[src/rtl/core/ugbe_pkg.sv]
// ----------------------------------------------------------------------------
// ugbe_pkg - shared definitions for the UTF-8 gap buffer editor
// Capacity, field widths, action and status codes, decoder state and helpers.
// ----------------------------------------------------------------------------
package ugbe_pkg;

   localparam int CAPACITY = 4096;
   localparam int ADDR_W   = $clog2(CAPACITY);
   localparam int PTR_W    = 13;

   typedef enum logic [2:0] {
      ACT_INSERT    = 3'd0,
      ACT_DEL_BACK  = 3'd1,
      ACT_DEL_FWD   = 3'd2,
      ACT_MOVE_BACK = 3'd3,
      ACT_MOVE_FWD  = 3'd4,
      ACT_MOVE_TO   = 3'd5,
      ACT_READ      = 3'd6,
      ACT_NOP       = 3'd7
   } action_type;

   localparam logic [1:0] ST_OK      = 2'd0;
   localparam logic [1:0] ST_INVALID = 2'd1;
   localparam logic [1:0] ST_NO_ROOM = 2'd2;
   localparam logic [1:0] ST_RANGE   = 2'd3;

   typedef struct packed {
      logic [1:0]  fault;
      logic [1:0]  pend;
      logic [2:0]  seq_len;
      logic [20:0] partial;
   } dec_state_type;

   function automatic logic is_cont(input logic [7:0] b);
      return (b & 8'hC0) == 8'h80;
   endfunction

   function automatic logic [2:0] lead_len(input logic [7:0] b);
      if (b >= 8'hF0) return 3'd4;
      if (b >= 8'hE0) return 3'd3;
      if (b >= 8'hC0) return 3'd2;
      return 3'd1;
   endfunction

endpackage

[src/rtl/core/ugbe_utf8_dec.sv]
// ----------------------------------------------------------------------------
// ugbe_utf8_dec - streaming UTF-8 check, one byte step
// Lead/continuation checks, overlong and range checks at sequence end.
// ----------------------------------------------------------------------------
module ugbe_utf8_dec
   import ugbe_pkg::*;
(
   input  dec_state_type cur,
   input  logic [7:0]    data_byte,
   output dec_state_type nxt
);

   logic [20:0] cp;
   logic        ok;

   always_comb begin
      nxt = cur;
      cp  = ((cur.partial << 6) | 21'(data_byte & 8'h3F));
      ok  = 1'b1;
      if (cur.fault == ST_INVALID) begin
         nxt = cur;
      end else if (cur.pend == 2'd0) begin
         if (data_byte < 8'h80) begin
            nxt = cur;
         end else if (data_byte < 8'hC0 || data_byte >= 8'hF8) begin
            nxt.fault = ST_INVALID;
         end else begin
            nxt.seq_len = lead_len(data_byte);
            nxt.pend    = 2'(lead_len(data_byte) - 3'd1);
            case (lead_len(data_byte))
               3'd4:    nxt.partial = 21'(data_byte & 8'h07);
               3'd3:    nxt.partial = 21'(data_byte & 8'h0F);
               default: nxt.partial = 21'(data_byte & 8'h1F);
            endcase
         end
      end else if (!is_cont(data_byte)) begin
         nxt.fault = ST_INVALID;
      end else begin
         nxt.partial = cp;
         nxt.pend    = cur.pend - 2'd1;
         if (cur.pend == 2'd1) begin
            case (cur.seq_len)
               3'd2:    ok = cp >= 21'h80 && cp <= 21'h07FF;
               3'd3:    ok = cp >= 21'h0800 && cp <= 21'hFFFF;
               default: ok = cp >= 21'h010000 && cp <= 21'h10FFFF;
            endcase
            if (!ok) begin
               nxt.fault = ST_INVALID;
            end
            nxt.seq_len = 3'd0;
            nxt.partial = 21'd0;
         end
      end
   end

endmodule

[config.mk]
export PLATFORM = sky130hd
export DESIGN_NAME = ugbe_utf8_dec
export DESIGN_NICKNAME = d
export VERILOG_FILES = /design/src/rtl/core/ugbe_pkg.sv /design/src/rtl/core/ugbe_utf8_dec.sv
export SDC_FILE = /design/constraint.sdc
export NUM_CORES = 1
export LEC_CHECK = 0
export ABC_AREA = 1
export ABC_CLOCK_PERIOD_IN_PS = 1900
export BUFFER_PORTS_ARGS = -buffer_cell sky130_fd_sc_hd__buf_2
export CORE_ASPECT_RATIO = 0.75
export CORE_MARGIN = 8
export CORE_UTILIZATION = 45
export DETAILED_ROUTE_END_ITERATION = 10
export GPL_ROUTABILITY_DRIVEN = 0
export PLACE_DENSITY = 0.95
export SLEW_MARGIN = 10
export SYNTH_ARGS = -nofsm -noshare
export SYNTH_HDL_FRONTEND = slang
export SYNTH_SLANG_ARGS = --single-unit
[constraint.sdc]
create_clock -name vclk -period 1.9
set_clock_uncertainty 0.15 [all_clocks]
set_input_delay 0.095 -clock vclk [all_inputs]
set_output_delay 0.095 -clock vclk [all_outputs]
set_load 0.02 [all_outputs]
# Word level (Yosys, flattened, before mapping)
# Cells that the tools add are included.
dict set report word_totals {
  wordCells 71
  input_bits 36
  out_inout_bits 28
  reg_bits 0
}
dict set report classes {
  n_bitwise 1
  reduce_logical 5
  muxes 44
  eq_ne 7
  add_sub_neg 2
  order_cmp 12
}
# cell n
set ops {}
lappend ops {{two-way mux 28 bit} 3}
lappend ops {{two-way mux 26 bit} 2}
lappend ops {{greater-or-equal comparator 8 bit, second input constant} 4}
lappend ops {{two-way mux 3 bit} 10}
lappend ops {{two-way mux 24 bit} 1}
lappend ops {{two-way mux 1 bit} 22}
lappend ops {{greater-or-equal comparator 21 x 12 -> 1 bit, second input constant} 1}
lappend ops {{greater-or-equal comparator 21 x 17 -> 1 bit, second input constant} 1}
lappend ops {{greater-or-equal comparator 21 x 8 -> 1 bit, second input constant} 1}
lappend ops {{less-or-equal comparator 21 x 11 -> 1 bit, second input constant} 1}
lappend ops {{less-or-equal comparator 21 x 16 -> 1 bit, second input constant} 1}
lappend ops {{less-or-equal comparator 21 bit, second input constant} 1}
lappend ops {{OR 21 x 6 -> 21 bit} 1}
lappend ops {{< comparator 8 bit, second input constant} 2}
lappend ops {{one-hot mux 5 bit (2 select lines)} 1}
lappend ops {{equality test 3 x 2 -> 1 bit, second input constant} 3}
lappend ops {{two-way mux 2 bit} 4}
lappend ops {{equality test 2 x 1 -> 1 bit, second input constant} 2}
lappend ops {{subtractor 2 x 1 -> 2 bit, second input constant} 2}
lappend ops {{equality test 3 bit, second input constant} 1}
lappend ops {{logical AND 1 bit} 3}
lappend ops {{equality test 2 bit, second input constant} 1}
lappend ops {{zero test 2 bit} 1}
lappend ops {{one-hot mux 1 bit (2 select lines)} 1}
lappend ops {{logical OR 1 bit} 1}

# Longest topological paths before layout
dict set report logic_depth {
  depth_word 30
  depth_mapped 10
  mapped_depth_nobuf 10
}

# Least setup slack after synthesis
# No wires, ideal clock.
dict set report synth_path {
  path_type {input to output}
  start {in cur[24] in the netlist's numbering}
  end {out nxt[3] in the netlist's numbering}
  t_arrival_ps 1417
  path_stages 7
  n_path_buf 2
  required_ps 1655
  path_slack_ps 238
  cell_sequence {inv_1 -> ha_1 -> clkbuf_8 -> inv_2 -> buf_4 -> nor2_1 -> a221oi_1}
}
# item line_no
set synth_lines {}
lappend synth_lines {{start, declared} ugbe_utf8_dec.sv:8} ;# input dec_state_type cur,
lappend synth_lines {{end, declared} ugbe_utf8_dec.sv:10} ;# output dec_state_type nxt

==> results.sh <==
export IMPL_crit_start="cur[24]"
export IMPL_vias=1172
export IMPL_netlist_area_um2=779.5
export IMPL_holdWs_ns=0.3781
export IMPL_cpLargestDelayFamily="compound AO/OA/AOI/OAI gates"
export IMPL_via_per_inst=5.186
export IMPL_grt_pass1_vias=1035
export IMPL_grt_total_usage_pct=14.89
export IMPL_max_freq_ghz=0.6040
export IMPL_worst_path_max_delay_cell="o21a_4"
export IMPL_required_ns=1.65
export IMPL_core_area_um2=1675
export IMPL_maxSlewHeadroom_pct=80.49
export IMPL_antenna_cells=0
export IMPL_postCtsHoldBufs=0
export IMPL_crit_cells=8
export IMPL_path_common_cell="buf_2"
export IMPL_die_x_um=64.06
export IMPL_fp_dieH_um=52.05
export IMPL_grt_pass1_wl_um=4340
export IMPL_p_per_area_nw_per_um2=308.7
export IMPL_endpoint="nxt[0]"
export IMPL_crit_path_start_kind="input port"
export IMPL_die_area_um2=3334
export IMPL_critPathMaxFanout=14
export IMPL_end_kind="output port"
export IMPL_cts_resized=0
export IMPL_crit_type="input port to output port"
export IMPL_p_leak_uw=0.0006593
export IMPL_synthAdderAreaFrac_pct=3.210
export IMPL_cp_data_arrival_time_ns=1.41
export IMPL_seq_area_frac_synth_pct=0
export IMPL_post_cts_buffers=0
export IMPL_peakVddDrop_uv=168.6
export IMPL_fin_setup_tns_ns=0
export IMPL_antenna_left=0
export IMPL_maxCapViolations=0
export IMPL_synth_fp_nets=181
export IMPL_route_detailed_drc=0
export IMPL_worstMarginPinSlew_ns=0.2904
export IMPL_timing_critical_path_buf_inv=4
export IMPL_synthSimpleGateAreaFrac_pct=39.97
export IMPL_min_period_ns=1.656
export IMPL_wl_um=2805
export IMPL_nets=244
export IMPL_area_growth_pct=39.65
export IMPL_synth_top_family_by_area="simple AND/OR/NAND/NOR gates"
export IMPL_n_clock_buffer=0
export IMPL_grt_overflow=0
export IMPL_hpwl_um=2436
export IMPL_status="finished clean"
export IMPL_initial_core_util_pct=46.53
export IMPL_rsz0062_at_grt="no"
export IMPL_syn_inst=143
export IMPL_antenna_found_initial=0
export IMPL_slew_violations=0
export IMPL_synth_compound_area_share_pct=33.87
export IMPL_seq_cell_count=0
export IMPL_synth_area_per_cell_um2=5.451
export IMPL_hp_class="input port to output port"
export IMPL_drive_gt1_share_pct=38.73
export IMPL_crit_chain="buf_2 -> inv_1 -> ha_1 -> buf_4 -> a21oi_4 -> o21a_4 -> o21ai_0 -> buf_2"
export IMPL_synth_warnings=0
export IMPL_synth_area_mux_share_pct=0
export IMPL_post_route_util_pct=64.97
export IMPL_port_buffers=64
export IMPL_drtPass1Iterations=4
export IMPL_regArea_um2=0
export IMPL_hold_viol=0
export IMPL_grt_max_degree=17
export IMPL_drt_iter0_drc=65
export IMPL_pin_count=64
export IMPL_slowest_delay_ns=0.26
export IMPL_finalSetupViolCount=0
export IMPL_synthXorXnorAreaFrac_pct=0
export IMPL_routedWlPerCell_um=12.41
export IMPL_fin_crit_sh_pct=87.15
export IMPL_fp_row_count=13
export IMPL_synth_distinct_cells=28
==> power breakdown <==
group	switching [uW]	internal, uW	leakage [uW]
sequential	0	0	0
combinational	216	120	0.000659
clock	0	0	0
==> worst min path at each step <==
stage,start,endpoint,cells past startpoint
3_3_place_gp,cur[23],nxt[23],4
5_1_grt,cur[19],nxt[19],4
4_1_cts,cur[23],nxt[23],4
3_5_place_dp,cur[23],nxt[23],4
6_report,cur[23],nxt[23],4
2_1_floorplan,cur[18],nxt[18],2
==> metrics by stage <==
| step | total power [uW] | worst slack (ns) | instance area, um^2 | cells |
|---|---|---|---|---|
| finish | 336.0 | 0.2442 | 1089 | 226 |
| global route | 366.4 | 0.09002 | 1089 | 226 |
| CTS | 335.9 | 0.2661 | 1089 | 226 |
| detailed placement | 334.8 | 0.2651 | 1089 | 226 |
| global placement | 331.6 | 0.2841 | 1089 | 226 |
| floorplan | 220.7 | 0.2385 | 779.5 | 143 |
==> cells by family (layout without fill, tap and decap cells) <==
logic type | Yosys count | after routing
and+or+nand+nor | 65 | 65
buffers and inverters | 39 | 100
AOI/OAI and AO/OA | 37 | 37
adders and majority gates | 2 | 2
==> worst min-delay path: stages <==
cell and delay (ns):
buf_2 0.09, nand2_1 0.05, nand2_1 0.05, buf_2 0.15
==> cell usage in the layout, fill, tap and decap left out, drive strengths merged <==
cell type	count
a21oi	6
o22ai	11
clkinv	1
nor2	17
a31oi	1
o2111ai	1
o221ai	6
o21ai	10
nand4	6
a221oi	1
nor3	1
buf	65
nand2	28
nand3	12
nand3b	1
o21a	1
inv	34
ha	2
==> metal layers <==
metal / vias to the layer above / part of all wire [%] / track usage (%) / routed length (um)
met5: - / 0 / 0 / 0
met4: 0 / 0.61 / 1.476 / 17
met3: 2 / 8.1 / 3.426 / 227
met2: 46 / 49 / 26.46 / 1379
met1: 516 / 42 / 18.50 / 1182
li1: 608 / - / - / -
==> cells in the mapped netlist (all sizes together) (2+ instances only) <==
library cell	count	area share [%]
nand2	28	15
ha	2	3.2
buf	3	4.2
a21oi	6	5.3
nand4	6	6.7
inv	34	16
o221ai	6	6.7
o21ai	10	6.4
nand3	12	7.7
o22ai	11	10
nor2	17	8.5
==> final cells by class <==
class / count / area (um^2)
inverter: 35 / 132.6
tap: 22 / 27.53
fill: 158 / 586.8
timing repair buffer: 65 / 327.8
multi-input combinational: 104 / 600.6
Power figures use the tool's default switching activity.
